--- src/design/ppt_pkg.sv ---
// Shared types, constants and ring-mask function for the perimeter progress timer.
package ppt_pkg;

  localparam int ROWS      = 16;
  localparam int COUNT_W   = 36;               // elapsed and duration counters
  localparam int NDOT_W    = 8;                // ring length, 0..156
  localparam int PROD_W    = COUNT_W + NDOT_W; // 156 * elapsed
  localparam int DIV_STEPS = NDOT_W;           // one quotient bit per step
  localparam int CNT_W     = $clog2(DIV_STEPS);
  localparam int ROW_W     = 64;

  localparam logic [NDOT_W-1:0]  RING_DOTS = 8'd156;
  localparam logic [19:0]        US_PER_S  = 20'd1000000;
  localparam logic [COUNT_W-1:0] COUNT_MAX = {COUNT_W{1'b1}};

  // Item commands carried in tuser
  typedef enum logic [1:0] {
    CMD_START  = 2'd0,
    CMD_TICK   = 2'd1,
    CMD_RENDER = 2'd2
  } cmd_t;

  // Controller to datapath commands
  typedef struct packed {
    logic load;      // capture accepted item
    logic exec;      // apply command to timer state
    logic mul;       // form 156 * elapsed, prime divider
    logic div_step;  // one restoring divide step
    logic emit;      // load output register
  } ctrl_t;

  // Datapath to controller status
  typedef struct packed {
    logic need_div;  // render with timer still running
    logic out_free;  // output register can take a result
  } stat_t;

  // Ring bits of one panel row when the first n ring dots are lit.
  // Each bit has a fixed position along the ring; it is lit when that
  // position is below n.
  function automatic logic [ROW_W-1:0] ring_row_bits(input logic [3:0] row,
                                                     input logic [NDOT_W-1:0] n);
    logic [ROW_W-1:0]  bits;
    logic [NDOT_W-1:0] pos;
    bits = '0;
    for (int b = 0; b < ROW_W; b++) begin
      if (b == 0) begin
        pos = {4'd0, row};                          // right column, going up
      end else if (b == ROW_W - 1) begin
        pos = 8'd93 - {4'd0, row};                  // left column, going down
      end else if (row == 4'(ROWS - 1)) begin
        pos = 8'(b) + 8'd15;                        // top row, going left
      end else if (row == 4'd0) begin
        pos = RING_DOTS - 8'(b);                    // bottom row, going right
      end else begin
        pos = 8'hFF;                                // interior: never lit
      end
      bits[b] = (pos < n);
    end
    return bits;
  endfunction

endpackage

--- src/design/ppt_ctrl.sv ---
// Sequencing state machine for the perimeter progress timer.
module ppt_ctrl
  import ppt_pkg::*;
(
  input  logic  clk,
  input  logic  rst_n,
  input  logic  in_tvalid,
  output logic  in_tready,
  input  stat_t stat,
  output ctrl_t cmd
);

  typedef enum logic [4:0] {
    S_IDLE = 5'b00001,
    S_EXEC = 5'b00010,
    S_MUL  = 5'b00100,
    S_DIV  = 5'b01000,
    S_EMIT = 5'b10000
  } state_t;

  state_t           state_r, state_nxt;
  logic [CNT_W-1:0] cnt_r, cnt_nxt;

  assign in_tready = (state_r == S_IDLE);

  // Next state and commands
  always_comb begin
    state_nxt = state_r;
    cnt_nxt   = cnt_r;
    cmd       = '0;
    case (state_r)
      S_IDLE: begin
        if (in_tvalid) begin
          cmd.load  = 1'b1;
          state_nxt = S_EXEC;
        end
      end
      S_EXEC: begin
        cmd.exec  = 1'b1;
        state_nxt = stat.need_div ? S_MUL : S_EMIT;
      end
      S_MUL: begin
        cmd.mul   = 1'b1;
        cnt_nxt   = CNT_W'(DIV_STEPS - 1);
        state_nxt = S_DIV;
      end
      S_DIV: begin
        cmd.div_step = 1'b1;
        if (cnt_r == '0) begin
          state_nxt = S_EMIT;
        end else begin
          cnt_nxt = cnt_r - 1'b1;
        end
      end
      S_EMIT: begin
        if (stat.out_free) begin
          cmd.emit  = 1'b1;
          state_nxt = S_IDLE;
        end
      end
      default: begin
        state_nxt = S_IDLE;
      end
    endcase
  end

  always_ff @(posedge clk) begin
    if (!rst_n) begin
      state_r <= S_IDLE;
      cnt_r   <= '0;
    end else begin
      state_r <= state_nxt;
      cnt_r   <= cnt_nxt;
    end
  end

endmodule

--- src/design/ppt_datapath.sv ---
// Timer state, ring-length divider and output register of the perimeter progress timer.
module ppt_datapath
  import ppt_pkg::*;
(
  input  logic             clk,
  input  logic             rst_n,
  input  ctrl_t            cmd,
  output stat_t            stat,
  input  logic [1:0]       command,
  input  logic [15:0]      duration_s,
  input  logic [15:0]      tick_us,
  input  logic [3:0]       row_index,
  input  logic [ROW_W-1:0] row_in,
  input  logic             out_tready,
  output logic             out_tvalid,
  output logic [ROW_W-1:0] row_out,
  output logic             expired,
  output logic             running
);

  // Captured item
  cmd_t             cmd_r;
  logic [15:0]      dur_s_r;
  logic [15:0]      tick_r;
  logic [3:0]       row_idx_r;
  logic [ROW_W-1:0] row_in_r;

  // Timer state
  logic               run_r, run_nxt;
  logic [COUNT_W-1:0] elapsed_r, elapsed_nxt;
  logic [COUNT_W-1:0] duration_r, duration_nxt;
  logic               expired_r, expired_nxt;

  // Divider
  logic [PROD_W-1:0]   rem_r, rem_nxt;
  logic [PROD_W-2:0]   dsh_r, dsh_nxt;
  logic [NDOT_W-1:0]   ndots_r, ndots_nxt;

  // Output register
  logic             out_valid_r, out_valid_nxt;
  logic [ROW_W-1:0] out_row_r;
  logic             out_exp_r;
  logic             out_run_r;

  logic               done;
  logic [COUNT_W:0]   tick_sum;
  logic [COUNT_W-1:0] dur_us;
  logic [PROD_W-1:0]  trial;

  assign done     = (elapsed_r >= duration_r);
  assign tick_sum = {1'b0, elapsed_r} + {{(COUNT_W - 16 + 1){1'b0}}, tick_r};
  assign dur_us   = {{(COUNT_W - 16){1'b0}}, dur_s_r} * {{(COUNT_W - 20){1'b0}}, US_PER_S};
  assign trial    = rem_r - {1'b0, dsh_r};

  assign stat.need_div = (cmd_r == CMD_RENDER) && run_r && !done;
  assign stat.out_free = !out_valid_r || out_tready;

  // Item capture
  always_ff @(posedge clk) begin
    if (cmd.load) begin
      cmd_r     <= cmd_t'(command);
      dur_s_r   <= duration_s;
      tick_r    <= tick_us;
      row_idx_r <= row_index;
      row_in_r  <= row_in;
    end
  end

  // Command execution and ring-length divide
  always_comb begin
    run_nxt      = run_r;
    elapsed_nxt  = elapsed_r;
    duration_nxt = duration_r;
    expired_nxt  = expired_r;
    rem_nxt      = rem_r;
    dsh_nxt      = dsh_r;
    ndots_nxt    = ndots_r;
    if (cmd.exec) begin
      expired_nxt = 1'b0;
      case (cmd_r)
        CMD_START: begin
          duration_nxt = dur_us;
          elapsed_nxt  = '0;
          run_nxt      = 1'b1;
        end
        CMD_TICK: begin
          elapsed_nxt = tick_sum[COUNT_W] ? COUNT_MAX : tick_sum[COUNT_W-1:0];
        end
        CMD_RENDER: begin
          if (run_r && done) begin
            run_nxt     = 1'b0;
            expired_nxt = 1'b1;
          end
          ndots_nxt = RING_DOTS;   // full ring unless the divider overwrites it
        end
        default: begin
        end
      endcase
    end
    // Quotient fits in NDOT_W bits because elapsed < duration here
    if (cmd.mul) begin
      rem_nxt   = {{NDOT_W{1'b0}}, elapsed_r} * {{COUNT_W{1'b0}}, RING_DOTS};
      dsh_nxt   = {duration_r, {(NDOT_W - 1){1'b0}}};
      ndots_nxt = '0;
    end
    if (cmd.div_step) begin
      if (rem_r >= {1'b0, dsh_r}) begin
        rem_nxt   = trial;
        ndots_nxt = {ndots_r[NDOT_W-2:0], 1'b1};
      end else begin
        ndots_nxt = {ndots_r[NDOT_W-2:0], 1'b0};
      end
      dsh_nxt = dsh_r >> 1;
    end
  end

  always_ff @(posedge clk) begin
    if (!rst_n) begin
      run_r      <= 1'b0;
      elapsed_r  <= '0;
      duration_r <= '0;
    end else begin
      run_r      <= run_nxt;
      elapsed_r  <= elapsed_nxt;
      duration_r <= duration_nxt;
    end
  end

  always_ff @(posedge clk) begin
    expired_r <= expired_nxt;
    rem_r     <= rem_nxt;
    dsh_r     <= dsh_nxt;
    ndots_r   <= ndots_nxt;
  end

  // Output register
  always_comb begin
    out_valid_nxt = out_valid_r;
    if (cmd.emit) begin
      out_valid_nxt = 1'b1;
    end else if (out_tready) begin
      out_valid_nxt = 1'b0;
    end
  end

  always_ff @(posedge clk) begin
    if (!rst_n) begin
      out_valid_r <= 1'b0;
    end else begin
      out_valid_r <= out_valid_nxt;
    end
  end

  always_ff @(posedge clk) begin
    if (cmd.emit) begin
      out_row_r <= (cmd_r == CMD_RENDER) ? (row_in_r | ring_row_bits(row_idx_r, ndots_r))
                                         : '0;
      out_exp_r <= expired_r;
      out_run_r <= run_r;
    end
  end

  assign out_tvalid = out_valid_r;
  assign row_out    = out_row_r;
  assign expired    = out_exp_r;
  assign running    = out_run_r;

endmodule

--- src/design/perimeter_progress_timer.sv ---
// Top level of the perimeter progress timer: stream ports, controller and datapath.
//
// Countdown timer that draws its progress as a ring of dots round the edge of a
// 16 x 64 dot panel. One item is in flight at a time. Start, tick and unused
// command codes, and renders that find the timer idle or just expired, pass
// through the execute and emit states before the next item can be taken; a
// render while the timer is still counting also passes through a multiply
// state and the divide states, in which a restoring divider produces the ring
// length floor(156 * elapsed / duration) one quotient bit per cycle. Each result
// goes into an output register, so the block takes the next item while the
// previous result is still waiting for out_tready; it stalls only when a second
// result is ready before the first has gone. No clearing pass after reset.
module perimeter_progress_timer
  import ppt_pkg::*;
(
  input  logic         clk,
  input  logic         rst_n,
  input  logic         in_tvalid,
  output logic         in_tready,
  input  logic [1:0]   in_tuser,   // command
  input  logic [103:0] in_tdata,   // duration_s, tick_us, row_index, row_in, zero pad
  output logic         out_tvalid,
  input  logic         out_tready,
  output logic [71:0]  out_tdata   // row_out, expired, running, zero pad
);

  ctrl_t            cmd;
  stat_t            stat;
  logic [ROW_W-1:0] row_out;
  logic             expired;
  logic             running;

  ppt_ctrl u_ctrl (
    .clk       (clk),
    .rst_n     (rst_n),
    .in_tvalid (in_tvalid),
    .in_tready (in_tready),
    .stat      (stat),
    .cmd       (cmd)
  );

  ppt_datapath u_dp (
    .clk        (clk),
    .rst_n      (rst_n),
    .cmd        (cmd),
    .stat       (stat),
    .command    (in_tuser),
    .duration_s (in_tdata[15:0]),
    .tick_us    (in_tdata[31:16]),
    .row_index  (in_tdata[35:32]),
    .row_in     (in_tdata[99:36]),
    .out_tready (out_tready),
    .out_tvalid (out_tvalid),
    .row_out    (row_out),
    .expired    (expired),
    .running    (running)
  );

  assign out_tdata = {6'd0, running, expired, row_out};

endmodule

--- config.mk ---
export PLATFORM = sky130hd
export DESIGN_NAME = perimeter_progress_timer
export DESIGN_NICKNAME = d
export VERILOG_FILES = /design/src/design/ppt_pkg.sv /design/src/design/ppt_ctrl.sv /design/src/design/ppt_datapath.sv /design/src/design/perimeter_progress_timer.sv
export SDC_FILE = /design/constraint.sdc
export NUM_CORES = 1
export LEC_CHECK = 0
export BUFFER_PORTS_ARGS = -buffer_cell sky130_fd_sc_hd__buf_2
export CAP_MARGIN = 10
export CORE_UTILIZATION = 51
export DETAILED_ROUTE_END_ITERATION = 12
export PLACE_DENSITY = 0.66
export RECOVER_POWER = 50
export SLEW_MARGIN = 10
export SYNTH_ARGS = -nofsm -noshare
export SYNTH_HDL_FRONTEND = slang
export SYNTH_HIERARCHICAL = 1
export SYNTH_SLANG_ARGS = --single-unit
--- constraint.sdc ---
create_clock -name clk -period 24.4 [get_ports clk]
set_input_delay 3.66 -clock clk [delete_from_list [all_inputs] [get_ports clk]]
set_output_delay 3.66 -clock clk [all_outputs]
set_load 0.005 [all_outputs]
---- Word level (Yosys, flattened, before mapping) ----
Cells that the tools add are included.
storage, ports and cells
  register bits after elaboration ......... 340
  bits in latches ......................... 0
  bits in writable memories ............... 0
  bits in read-only memories .............. 0
  input bits .............................. 110
  output and inout bits ................... 74
  word-level logic and storage cells ...... 346
  memories ................................ 0
cells by class
  add/subtract/negate cells ............... 4
  multiply operators ...................... 2
  divide/modulo/power cells ............... 0
  order comparisons ....................... 66
  eq/ne operators ......................... 13
  shift-type cells ........................ 0
  muxes and demuxes ....................... 219
  bitwise operators ....................... 1
  reductions and logical operators ........ 22
operators with widths
  kind                                                                   number
  8-bit two-way mux                                                      164
  8-bit less-than comparator                                             64
  7-bit two-way mux                                                      28
  44-bit two-way mux                                                     3
  42-bit two-way mux                                                     2
  36-bit one-hot mux with 2 select lines                                 1
  64-bit OR                                                              1
  44-bit by 43-bit >= comparator with 1-bit output                       1
  44-bit by 43-bit subtractor with 44-bit output                         1
  36-bit by 6-bit multiplier with 42-bit output, second input constant   1
  36-bit by 16-bit adder with 37-bit output                              1
  36-bit >= comparator                                                   1
  36-bit two-way mux                                                     1
  16-bit by 14-bit multiplier with 30-bit output, second input constant  1
  5-bit one-hot mux with 5 select lines                                  1
  5-bit two-way mux                                                      4
  1-bit two-way mux                                                      12
  2-bit nonzero test                                                     5
  2-bit != test, second input constant                                   4
  2-bit AND reduction                                                    4
  7-bit by 4-bit subtractor with 8-bit output, first input constant      1
  3-bit one-hot mux with 2 select lines                                  1
  3-bit AND reduction                                                    2
  3-bit nonzero test                                                     2
  18 further kinds                                                       21

---- Depth between registers and ports, before layout ----
Gate-level depths: netlist (run 1).
  depth in word-level cells ............... 7
  gate-level depth with buffers ........... 21

---- Cells and area by module ----
The synthesis (run 1) kept the hierarchy.
by module, submodules not included
  module                    instances  cells each  area an instance (um^2)  sequential area each (um^2)
  ppt_datapath              1          2702        25380.6                  8838.5
  ppt_ctrl                  1          53          476.7                    160.2
  perimeter_progress_timer  1          9           63.8                     0.0

---- Worst setup path after synthesis (run 1) ----
Ideal clock, no wire load.
  path type ............................... input -> register
  start point ............................. in out_tready
  end point ............................... reg u_dp.out_exp_r (netlist: u_dp/expired) (enable)
  data arrival time ....................... 10.138 ns
  data required time ...................... 23.744 ns
  path slack .............................. 13.606 ns
  cell stages on the path ................. 3
  buffers on the path ..................... 0
  path through ............................ nand2b_1 nand2_1 nor4_1
RTL lines
  item                  line                            text
  start, declared       perimeter_progress_timer.sv:23  input logic out_tready,
  end signal, assigned  ppt_datapath.sv:158             out_exp_r <= expired_r;
  end, declared         ppt_datapath.sv:42              logic out_exp_r;

==> impl_table.tex, run 1 <==
\begin{tabular}{lr}
\hline
Metric & Value \\
\hline
\multicolumn{2}{l}{\textbf{Synth}} \\
Mapped Cells & 2764 \\
Register area share after synthesis & 34.7\% \\
Combined area of all synthesized cells & around 26000 sq um \\
Top FF cell, synth & edfxtp\_1 \\
Synthesized area divided by synthesized cell count & 9.38 sq um \\
Synth cell types & 81 \\
Register bit total from synthesis & 340 \\
Proportion of synthesized flip-flops having asynchronous set or reset & 0\% \\
Number of warning messages in the yosys log & 6 \\
EDFF count, synth & $\sim$220 \\
\multicolumn{2}{l}{\textbf{Timing}} \\
Transition time at the pin with the least slew margin & between 3 and 4 ns \\
Number of endpoints failing setup at the final stage & 0 \\
Shortest period the worst path allows & 6.77 ns \\
Number of slew-limit violations in the final report & a little over 200 \\
Final period util & between 20 and 30\% \\
F\_max & between 100 and 150 MHz \\
Slew headroom & -113\% \\
Final hold vios & 0 \\
Total negative slack for setup checks & 0 ns \\
Unrepaired setup endpoints after global routing & no \\
Post-route clock skew & 0.0248 ns \\
\multicolumn{2}{l}{\textbf{Detailed routing}} \\
DRC marker count from the first detailed-route iteration & between 1000 and 1500 \\
DR pass1 iterations & 7 \\
Wirelength, routed & about 60 mm \\
Routed wire length per instance & 17.0 microns \\
Drt drc & 0 \\
Count of vias placed by the detailed router & roughly 20000 \\
DR vias/cell & about 5.4 \\
Antenna-violating nets left & 0 \\
\multicolumn{2}{l}{\textbf{Clock network}} \\
Source-to-sink clock delay at the later pin of the worst-skew pair & slightly below 0.6 ns \\
Cts bufs inserted & 41 \\
Cell chosen for the clock root & clkbuf\_16 \\
Clock slew seen by the registers of the worst setup and hold paths & approximately 0.060 ns \\
CTS hold repair buffers & 0 \\
Clock tree from TritonCTS & yes \\
Maximum clock insertion buffer count & 3 \\
CTS-repair resized insts & 0 \\
Max H-tree Level & 2 \\
Sinks on Clock Net & between 300 and 400 \\
Post-CTS Repair Setup Buffers & 0 \\
\multicolumn{2}{l}{\textbf{Power and ir drop}} \\
Sequential group share of total power & 31.6\% \\
Total power per unit cell area & 70.9 nW/um\^{}2 \\
Combinational Power Share & 37.3\% \\
Internal power component & around 1.4 mW \\
Static leakage & $\sim$13 nW \\
Max IR drop VDD & between 0.07 and 0.08 mV \\
Share of power burned in the clock network & 31.1\% \\
Sw Ratio & 33.7\% \\
Total Power Consumption & roughly 2.0 mW \\
Net switching power figure & roughly 0.7 mW \\
\multicolumn{2}{l}{\textbf{Run status}} \\
Outcome & finished, violations left \\
Violations in the final reports & capacitance limit, slew limit \\
\multicolumn{2}{l}{\textbf{Placed design}} \\
Post-DP HPWL & 47.5 mm \\
IO buf count & 173 \\
Final Wtd Congestion & 0.886 \\
Placed Instance Area & between 20000 and 30000 sq um \\
\multicolumn{2}{l}{\textbf{Global routing}} \\
Wire length of the first global-routing pass & approximately 98 mm \\
Congestion Overflow GR & 0 \\
Global-route usage over all layers & 23.8\% \\
Number of antenna violations at the first check in global routing & 2 \\
Pin count of the biggest net entering global routing & 80 \\
Vias in the first global route & approximately 19000 \\
\multicolumn{2}{l}{\textbf{Critical path}} \\
Required time of the worst setup path & about 25 ns \\
Type of the worst setup path & in2reg \\
Worst-path fanout max & 60 \\
Critical Path Start Type & primary input \\
Element type at the critical path end & flip-flop \\
CP Data Arrival Time & about 7.0 ns \\
\multicolumn{2}{l}{\textbf{Final layout}} \\
Layout cell share with drive strength beyond 1 & under 10\% \\
Final Net Count & between 3000 and 4000 \\
Post-route cell area & roughly 29000 sq um \\
Signed area change from the synthesized netlist to the final layout & 10.9\% \\
\multicolumn{2}{l}{\textbf{Floorplanning}} \\
Area of the die & 51700 sq um \\
Die Width & $\sim$230 microns \\
Vert. Die Dim & between 200 and 250 microns \\
Num rows & 82 \\
Ports placed on the boundary & between 150 and 200 \\
Core Area & roughly 50000 sq um \\
Effective utilization at floorplan & 51.7\% \\
\multicolumn{2}{l}{\textbf{Min path}} \\
Type of the worst min-delay path & reg2reg \\
\multicolumn{2}{l}{\textbf{Run}} \\
Number of max-capacitance violations reported & 4 \\
\hline
\end{tabular}
==> metrics by stage <==
| step | hold WS [ns] | cells | utilization [%] | setup slack, ns |
|---|---|---|---|---|
| after floorplan | 0.400 | 2769 | - | 13.61 |
| after global placement | 0.410 | 3538 | 54.6 | 18.24 |
| after detailed placement | 0.415 | 3538 | 54.6 | 18.10 |
| after CTS | 0.432 | 3613 | 57.4 | 18.09 |
| final | 0.425 | 3614 | 57.3 | 17.63 |
| after global routing | 0.446 | 3614 | 57.3 | 17.11 |
==> worst max-delay path: stages <==
cell,delay (ns)
clkbuf_1,0.16
and2_0,2.18
buf_4,0.90
==> flip-flops by register name, summed over array words and instances (netlist names), 2 cells and up <==
register / flops
u_dp/row_in_r: 64
u_dp/row_out: 64
u_dp/rem_r: 44
u_dp/dsh_r: 43
u_dp/elapsed_r: 36
u_dp/duration_r: 30
u_dp/dur_s_r: 16
u_dp/tick_r: 16
u_dp/ndots_r: 8
u_ctrl/state_r: 5
u_dp/row_idx_r: 4
u_ctrl/cnt_r: 3
u_dp/cmd_r: 2
==> synth_stat cells, types with 26 or more instances <==
| cell type | instances | area share (%) |
|---|---|---|
| edfxtp_1 | 219 | 25 |
| nand2_1 | 235 | 3.4 |
| a21o_1 | 87 | 2.5 |
| fa_1 | 124 | 9.6 |
| xnor2_1 | 70 | 2.4 |
| and3_1 | 28 | 0.68 |
| dfxtp_1 | 121 | 9.3 |
| inv_1 | 427 | 6.2 |
| clkbuf_1 | 71 | 1.0 |
| o21ai_0 | 145 | 2.8 |
| xor2_1 | 38 | 1.3 |
| nor3_1 | 26 | 0.50 |
| and2_1 | 30 | 0.72 |
| ha_1 | 317 | 15 |
| nor2_1 | 167 | 2.4 |
| a21oi_1 | 263 | 5.1 |
| nand3_1 | 30 | 0.58 |
| nand4_1 | 32 | 0.77 |
==> metal layers <==
metal	global-route usage (%)	vias to the layer above	share of wire, %	wire length, microns
met5	0	-	0.021	13
met4	7.08	2	2.2	1350
met3	2.77	87	4.4	2710
met2	39.4	403	47	28600
met1	32.8	9330	47	28800
li1	-	9821	-	-
==> cell usage in the layout, fill, tap and decap left out, types with 12 or more instances in the layout <==
master and instances:
o22ai_1 14, o21a_1 22, nor2b_1 20, dfxtp_1 121
a21oi_1 263, clkbuf_16 41, nand2_1 235, mux2i_1 21
a31oi_1 24, fa_1 124, nor2_1 167, a21o_1 87
o31ai_1 13, o21ai_0 145, a211oi_1 24, o21bai_1 20
nand2b_1 22, nand3_1 30, and2_0 12, buf_2 170
edfxtp_1 219, and3_1 28, ha_1 317, inv_1 425
o211ai_1 13, nand4_1 32, and4_1 12, and2_1 18
clkbuf_1 14, xor2_1 38, xnor2_1 70, nor3_1 26
==> final timing paths <==
| path | from | end | slack [ns] | depth (start not counted) |
|---|---|---|---|---|
| worst max-delay path | in_tvalid | u_dp/row_in_r[15] | 17.63 | 3 |
| worst min-delay path | u_dp/expired_r | u_dp/expired | 0.42 | 0 |
| worst max register to register | u_ctrl/state_r[0] | u_dp/ndots_r[2] | 17.85 | 7 |
| worst min register to register | u_dp/expired_r | u_dp/expired | 0.42 | 0 |
==> area by class of cell <==
cell class                      instances  area (sq um)
Clock inverter                         17           236
Multi-Input combinational cell       1913         15000
Antenna cell                            1          2.50
Fill cell                            4356         21400
Timing Repair Buffer                  185           941
Clock buffer                           58          1180
Tap cell                              672           841
Sequential cell                       340          9000
Inverter                              428          1610
==> power groups by stage <==
stage | registers [mW] | logic, mW | clock network [mW]
after global placement | 0.655 | 0.747 | 0
after detailed placement | 0.655 | 0.757 | 0
after CTS | 0.643 | 0.766 | 0.649
final | 0.644 | 0.761 | 0.634
after floorplan | 0.652 | 0.607 | 0
after global routing | 0.645 | 0.865 | 0.669
==> cells by family (layout without fill, tap and decap cells) <==
kind of cell / count (synthesis) / count (layout) / synth area share (%)
AO/OA/AOI/OAI: 691 / 691 / 16.3
flip-flops: 340 / 340 / 34.7
other: 1 / 7 / 0.0145
XOR/XNOR: 108 / 108 / 3.65
multiplexers: 26 / 26 / 1.03
buffers and inverters: 516 / 688 / 7.64
AND/OR/NAND/NOR: 641 / 641 / 11.7
adder cells (fa/ha/maj): 441 / 441 / 24.9
Note: power is estimated with default switching activity, not from simulation.
==> run 2, diff against run 1 <==
Clock period 24.4 ns to 6.6 ns, I/O delays scaled along.
==> impl_table.tex, run 2 (synthesis results as in run 1) <==
\begin{tabular}{lr}
\hline
Metric & Value \\
\hline
\multicolumn{2}{l}{\textbf{Clock network}} \\
Post-CTS Repair Setup Buffers & 0 (unchanged) \\
Clock slew seen by the registers of the worst setup and hold paths & 0.06 ns (about the same) \\
Max H-tree Level & 2 (unchanged) \\
CTS-repair resized insts & 0 (unchanged) \\
Sinks on Clock Net & 340 (unchanged) \\
Clock tree from TritonCTS & yes (unchanged) \\
Cts bufs inserted & 42 (was 41) \\
Source-to-sink clock delay at the later pin of the worst-skew pair & 0.57 ns (was 0.58 ns) \\
CTS hold repair buffers & 0 (unchanged) \\
Maximum clock insertion buffer count & 3 (unchanged) \\
Cell chosen for the clock root & clkbuf\_16 (unchanged) \\
\multicolumn{2}{l}{\textbf{Power and ir drop}} \\
Net switching power figure & 2.55 mW (was 0.686 mW) \\
Sequential group share of total power & 31.5\% (was 31.6\%) \\
Internal power component & 5.00 mW (was 1.35 mW) \\
Max IR drop VDD & 0.278 mV (was 0.0765 mV) \\
Total power per unit cell area & 263 nW/um\^{}2 (was 70.9 nW/um\^{}2) \\
Combinational Power Share & 37.1\% (was 37.3\%) \\
Sw Ratio & 33.8\% (was 33.7\%) \\
Share of power burned in the clock network & 31.4\% (was 31.1\%) \\
Static leakage & 12.9 nW (was 13.0 nW) \\
\multicolumn{2}{l}{\textbf{Floorplanning}} \\
Die Width & 227 microns (unchanged) \\
Area of the die & 51700 sq um (unchanged) \\
Vert. Die Dim & 227 microns (unchanged) \\
Num rows & 82 (unchanged) \\
Effective utilization at floorplan & 51.7\% (unchanged) \\
Core Area & 50200 sq um (unchanged) \\
Ports placed on the boundary & 184 (unchanged) \\
\multicolumn{2}{l}{\textbf{Final layout}} \\
Footprint of the flip-flops and latches & 9000 sq um (unchanged) \\
Final design utilization & 57.2\% (was 57.3\%) \\
Final Net Count & 3460 (unchanged) \\
Layout cell share with drive strength beyond 1 & 7.17\% (was 9.49\%) \\
Signed area change from the synthesized netlist to the final layout & 10.6\% (was 10.9\%) \\
Antenna diode instance count & 0 (was 1) \\
Most common cell after layout, fill and taps aside & inv\_1 (unchanged) \\
Most frequent cells in the layout & inv\_1, ha\_1, a21oi\_1, nand2\_1, edfxtp\_1 (unchanged) \\
Number of fill cells in the layout & 4495 (was 4356) \\
Combined area of the multi-input logic cells & 15000 sq um (about the same) \\
\multicolumn{2}{l}{\textbf{Critical path}} \\
Worst-path fanout max & 6 (was 60) \\
Internal reg-to-reg setup slack & 0.55 ns (was 17.85 ns) \\
Type of the worst setup path & reg2reg (was in2reg) \\
CP Data Arrival Time & 6.45 ns (was 6.97 ns) \\
Crit. Startpoint & u\_dp/dur\_s\_r[2] (was in\_tvalid) \\
Launch instance of the worst register-to-register path & u\_dp/dur\_s\_r[2] (was u\_ctrl/state\_r[0]) \\
Reg2reg end & u\_dp/duration\_r[34] (was u\_dp/ndots\_r[2]) \\
Required time of the worst setup path & 7.01 ns (was 24.60 ns) \\
Element type at the critical path end & flip-flop (unchanged) \\
Logic depth of the worst register-to-register path & 21 (was 7) \\
Critical Path Start Type & flip-flop (was primary input) \\
\multicolumn{2}{l}{\textbf{Global routing}} \\
Number of antenna violations at the first check in global routing & 1 (was 2) \\
Wire length of the first global-routing pass & 99.6 mm (was 97.9 mm) \\
Pin count of the biggest net entering global routing & 79 (was 80) \\
Global-route usage over all layers & 24.2\% (was 23.8\%) \\
Congestion Overflow GR & 0 (unchanged) \\
Vias in the first global route & 19200 (was 19300) \\
\multicolumn{2}{l}{\textbf{Detailed routing}} \\
DRC marker count from the first detailed-route iteration & 1206 (was 1148) \\
DR pass1 iterations & 5 (was 7) \\
Count of vias placed by the detailed router & 19800 (was 19600) \\
Wirelength, routed & 62.0 mm (was 61.5 mm) \\
DR vias/cell & 5.49 (was 5.44) \\
Drt drc & 0 (unchanged) \\
Routed wire length per instance & 17.2 microns (was 17.0 microns) \\
Antenna-violating nets left & 0 (unchanged) \\
\multicolumn{2}{l}{\textbf{Timing}} \\
Transition time at the pin with the least slew margin & 3.86 ns (was 3.20 ns) \\
Shortest period the worst path allows & between 6 and 7 ns \\
Total negative slack for setup checks & 0 ns (unchanged) \\
Number of slew-limit violations in the final report & 193 (was 203) \\
Unrepaired setup endpoints after global routing & no (unchanged) \\
F\_max & approximately 170 MHz \\
Post-route clock skew & 0.0225 ns (was 0.0248 ns) \\
Final period util & about nine tenths \\
Slew headroom & -157\% (was -113\%) \\
Final hold vios & 0 (unchanged) \\
Number of endpoints failing setup at the final stage & 0 (unchanged) \\
\multicolumn{2}{l}{\textbf{Placed design}} \\
Final Wtd Congestion & 0.884 (was 0.886) \\
Post-DP HPWL & 47.3 mm (was 47.5 mm) \\
IO buf count & 173 (unchanged) \\
\multicolumn{2}{l}{\textbf{Run}} \\
Number of max-capacitance violations reported & 3 (was 4) \\
\multicolumn{2}{l}{\textbf{Run status}} \\
Outcome & finished, violations left (unchanged) \\
Violations in the final reports & capacitance limit, slew limit (unchanged) \\
\multicolumn{2}{l}{\textbf{Min path}} \\
Hold path depth & 0 (unchanged) \\
Endpoint, Worst Hold & u\_dp/expired (unchanged) \\
Worst Hold Launch & u\_dp/expired\_r (unchanged) \\
Type of the worst min-delay path & reg2reg (unchanged) \\
\hline
\end{tabular}
[run 2: per-layer routing]
metal	wire, microns	GRT usage [%]	up-vias
li1	-	-	9811
met1	28800	33.5	9482
met2	29200	40.0	451
met3	2860	2.98	87
met4	1200	6.19	2
met5	13	0	-
[run 2: through the flow]
step                      instance area [sq um]  cells  hold slack (ns)  worst slack [ns]  power [mW]
after global placement                    27400   3537            0.403             0.572        5.18
after floorplan                           25900   2769            0.400              1.10        4.66
after global routing                      28700   3613            0.433             0.123        8.11
after CTS                                 28800   3613            0.424             0.567        7.62
final                                     28700   3613            0.423             0.553        7.55
after detailed placement                  27400   3537            0.412             0.550        5.20
[run 2: power by group through the flow]
| stage | combinational [mW] | clock (mW) | sequential, mW |
|---|---|---|---|
| 2_1_floorplan | 2.25 | 0 | 2.41 |
| 3_3_place_gp | 2.76 | 0 | 2.42 |
| 3_5_place_dp | 2.77 | 0 | 2.42 |
| 4_1_cts | 2.82 | 2.43 | 2.38 |
| 5_1_grt | 3.23 | 2.50 | 2.39 |
| 6_report | 2.80 | 2.37 | 2.38 |
[run 2: critical path, cell delays in order, from the launching register on]
cell and delay (ns):
edfxtp_1 0.51, inv_1 0.15, fa_1 0.54, inv_1 0.06
fa_1 0.51, fa_1 0.57, fa_1 0.42, ha_1 0.29
inv_1 0.05, fa_1 0.49, inv_1 0.04, ha_1 0.36
a21oi_1 0.24, o21ai_0 0.15, a21oi_1 0.16, o31ai_1 0.11
a211oi_1 0.43, o21ai_0 0.21, a21oi_1 0.24, o21ai_0 0.12
xnor2_1 0.15, o22ai_1 0.09
[run 2: area by class of cell]
cell class,instances,area share [%]
inverter,428,5.60
clock buffer,55,4.05
tap,672,2.93
timing repair buffer,184,2.98
multi-input combinational,1913,52.2
sequential,340,31.4
clock inverter,21,0.886
[run 2: worst max path at each step]
stage                          end  slack, ns
3_5_place_dp   u_dp/duration_r[34]       0.55
5_1_grt        u_dp/duration_r[34]       0.12
3_3_place_gp   u_dp/duration_r[34]       0.57
4_1_cts        u_dp/duration_r[34]       0.57
2_1_floorplan  u_dp/duration_r[34]       1.10
6_report       u_dp/duration_r[34]       0.55
==> run 3, diff against run 2 <==
Settings changed: CORE_UTILIZATION 51 to 35, CTS_CLUSTER_DIAMETER from default to 40, PLACE_DENSITY 0.66 to 0.48.
==> impl_table.tex, run 3 (synthesis results as in run 1) <==
\begin{tabular}{lr}
\hline
Metric & Value \\
\hline
\multicolumn{2}{l}{\textbf{Critical path}} \\
Critical Path, Cell by Cell & inv\_1, fa\_1, inv\_1, fa\_1, fa\_1, fa\_1, ha\_1, inv\_1, fa\_1, inv\_1, ha\_1, a21oi\_1, o21ai\_0, a21oi\_1, o31ai\_1, a211oi\_2, o21ai\_0, a21oi\_1, o21ai\_0, xnor2\_1, o22ai\_1 (was inv\_1, fa\_1, inv\_1, fa\_1, fa\_1, fa\_1, ha\_1, inv\_1, fa\_1, inv\_1, ha\_1, a21oi\_1, o21ai\_0, a21oi\_1, o31ai\_1, a211oi\_1, o21ai\_0, a21oi\_1, o21ai\_0, xnor2\_1, o22ai\_1) \\
CP most frequent cell & fa\_1 (unchanged) \\
Logic depth of the worst register-to-register path & 21 (unchanged) \\
CP Data Arrival Time & 6.46 ns (was 6.45 ns) \\
Crit path buffers/inverters & 4 (unchanged) \\
Maximum single-stage delay on the critical path & 0.57 ns (about the same) \\
Required time of the worst setup path & 7.02 ns (was 7.01 ns) \\
Reg2reg end & u\_dp/duration\_r[34] (unchanged) \\
Launch instance of the worst register-to-register path & u\_dp/dur\_s\_r[3] (was u\_dp/dur\_s\_r[2]) \\
Type of the worst setup path & reg2reg (unchanged) \\
Internal reg-to-reg setup slack & 0.57 ns (was 0.55 ns) \\
Family with the most delay on the worst path & adder cells (unchanged) \\
Element type at the critical path end & flip-flop (unchanged) \\
Cell with the largest stage delay on the worst path & fa\_1 (unchanged) \\
Worst-path fanout max & 5 (was 6) \\
Critical Path Start Type & flip-flop (unchanged) \\
\multicolumn{2}{l}{\textbf{Clock network}} \\
Cts bufs inserted & 78 (was 42) \\
Sinks on Clock Net & 340 (unchanged) \\
Max H-tree Level & 3 (was 2) \\
CTS hold repair buffers & 0 (unchanged) \\
Clock slew seen by the registers of the worst setup and hold paths & 0.05 ns (was 0.06 ns) \\
Cell chosen for the clock root & clkbuf\_16 (unchanged) \\
Source-to-sink clock delay at the later pin of the worst-skew pair & 0.61 ns (was 0.57 ns) \\
Clock tree from TritonCTS & yes (unchanged) \\
Maximum clock insertion buffer count & 3 (unchanged) \\
Post-CTS Repair Setup Buffers & 0 (unchanged) \\
\multicolumn{2}{l}{\textbf{Floorplanning}} \\
Ports placed on the boundary & 184 (unchanged) \\
Area of the die & 75200 sq um (was 51700 sq um) \\
Num rows & 99 (was 82) \\
Vert. Die Dim & 274 microns (was 227 microns) \\
Effective utilization at floorplan & 35.5\% (was 51.7\%) \\
Core Area & 73100 sq um (was 50200 sq um) \\
Die Width & 274 microns (was 227 microns) \\
\multicolumn{2}{l}{\textbf{Detailed routing}} \\
Antenna-violating nets left & 0 (unchanged) \\
DR pass1 iterations & 9 (was 5) \\
Drt drc & 8 (was 0) \\
Routed wire length per instance & 16.7 microns (was 17.2 microns) \\
DRC marker count from the first detailed-route iteration & 1227 (was 1206) \\
DR vias/cell & 4.96 (was 5.49) \\
Wirelength, routed & 66.3 mm (was 62.0 mm) \\
Count of vias placed by the detailed router & 19700 (was 19800) \\
\multicolumn{2}{l}{\textbf{Timing}} \\
Final period util & 91.4\% (was 91.6\%) \\
Transition time at the pin with the least slew margin & 3.93 ns (was 3.86 ns) \\
Post-route clock skew & 0.0244 ns (was 0.0225 ns) \\
Total negative slack for setup checks & 0 ns (unchanged) \\
Slew headroom & -162\% (was -157\%) \\
Number of endpoints failing setup at the final stage & 0 (unchanged) \\
Shortest period the worst path allows & 6.03 ns (was 6.05 ns) \\
F\_max & 166 MHz (was 165 MHz) \\
Final hold vios & 0 (unchanged) \\
Unrepaired setup endpoints after global routing & no (unchanged) \\
Number of slew-limit violations in the final report & 180 (was 193) \\
\multicolumn{2}{l}{\textbf{Placed design}} \\
Post-DP HPWL & 50.8 mm (was 47.3 mm) \\
Final Wtd Congestion & 0.871 (was 0.884) \\
Total instance count after detailed placement & 3826 (was 3537) \\
IO buf count & 173 (unchanged) \\
\multicolumn{2}{l}{\textbf{Global routing}} \\
Vias in the first global route & 19700 (was 19200) \\
Global-route usage over all layers & 17.6\% (was 24.2\%) \\
Number of antenna violations at the first check in global routing & 0 (was 1) \\
Pin count of the biggest net entering global routing & 76 (was 79) \\
Wire length of the first global-routing pass & 105 mm (was 99.6 mm) \\
Congestion Overflow GR & 0 (unchanged) \\
\multicolumn{2}{l}{\textbf{Power and ir drop}} \\
Max IR drop VDD & 0.368 mV (was 0.278 mV) \\
Total power per unit cell area & 301 nW/um\^{}2 (was 263 nW/um\^{}2) \\
Static leakage & 13.5 nW (was 12.9 nW) \\
\multicolumn{2}{l}{\textbf{Final layout}} \\
Final Non-Filler Cells & 3972 (was 3613) \\
Most frequent cells in the layout & inv\_1, ha\_1, a21oi\_1, nand2\_1, edfxtp\_1 (unchanged) \\
Final Net Count & 3498 (was 3460) \\
Number of fill cells in the layout & 7260 (was 4495) \\
Layout cell share with drive strength beyond 1 & 9.96\% (was 7.17\%) \\
Footprint of the flip-flops and latches & 9000 sq um (unchanged) \\
Signed area change from the synthesized netlist to the final layout & 17.1\% (was 10.6\%) \\
Combined area of the multi-input logic cells & 15000 sq um (about the same) \\
Most common cell after layout, fill and taps aside & inv\_1 (unchanged) \\
Antenna diode instance count & 0 (unchanged) \\
\multicolumn{2}{l}{\textbf{Run}} \\
Number of max-capacitance violations reported & 3 (unchanged) \\
\multicolumn{2}{l}{\textbf{Min path}} \\
Hold path depth & 0 (unchanged) \\
Endpoint, Worst Hold & u\_dp/expired (unchanged) \\
Worst Hold Launch & u\_dp/expired\_r (unchanged) \\
Type of the worst min-delay path & reg2reg (unchanged) \\
\multicolumn{2}{l}{\textbf{Run status}} \\
Violations in the final reports & DRC, capacitance limit, slew limit (was capacitance limit, slew limit) \\
Outcome & finished, violations left (unchanged) \\
\hline
\end{tabular}
run 3: cell types whose count changed in the layout (fill, tap and decap cells not counted), moves of 2 or more:
cell,delta
inv_6,+9
clkbuf_16,+36
inv_16,+3
clkinv_8,-2
clkinv_4,+8
clkinv_1,-3
buf_2,+13
clkbuf_1,-12
clkinvlp_4,+8
bufinv_16,+4
clkinv_2,+8
clkbuf_8,-2
run 3: cell type report:
| type | count | share of cell area [%] |
|---|---|---|
| clock buffers | 88 | 6.69 |
| multi-input cells | 1913 | 49.3 |
| repair buffers | 186 | 2.91 |
| well taps | 959 | 3.95 |
| inverters | 428 | 5.29 |
| flip-flops and latches | 340 | 29.7 |
| clock inverters | 58 | 2.16 |
run 3: how the worst max path moves through the flow:
stage	start	endpoint	depth (start not counted)
5_1_grt	u_dp/dur_s_r[3]	u_dp/duration_r[34]	21
3_5_place_dp	u_dp/dur_s_r[3]	u_dp/duration_r[34]	21
6_report	u_dp/dur_s_r[3]	u_dp/duration_r[34]	21
4_1_cts	u_dp/dur_s_r[3]	u_dp/duration_r[34]	21
3_3_place_gp	u_dp/dur_s_r[3]	u_dp/duration_r[34]	21
2_1_floorplan	u_dp/dur_s_r[2]	u_dp/duration_r[34]	21
run 3: per-layer routing:
layer	global-route usage, %	routed length [microns]	up-vias
met1	23.7	31300	9337
li1	-	-	9931
met3	2.68	2390	110
met5	0	0	-
met2	28.9	31000	342
met4	5.06	1590	0
run 3: power by group:
part	leakage (nW)	internal, mW	switching, mW	total (mW)
registers	3.04	2.34	0.0394	2.38
logic	9.19	1.23	1.59	2.82
clock network	1.30	2.60	1.33	3.93
run 3: stage by stage:
| step | hold WS [ns] | cell area [sq um] | utilization [%] | power, mW | setup slack [ns] |
|---|---|---|---|---|---|
| after floorplan | 0.400 | 25900 | - | 4.66 | 1.10 |
| after global placement | 0.414 | 27800 | 38.0 | 5.22 | 0.517 |
| after global routing | 0.434 | 30300 | 41.5 | 9.76 | 0.162 |
| after detailed placement | 0.413 | 27800 | 38.0 | 5.22 | 0.453 |
| final | 0.423 | 30300 | 41.5 | 9.13 | 0.566 |
| after CTS | 0.425 | 30500 | 41.7 | 9.24 | 0.412 |
run 3: repair_timing:
| item | 4_1_cts | 5_1_grt |
|---|---|---|
| endpoints found under the hold margin | 0 | 0 |
| gates resized for setup | 0 | 1 |
| setup endpoints to repair | 0 | 1 |
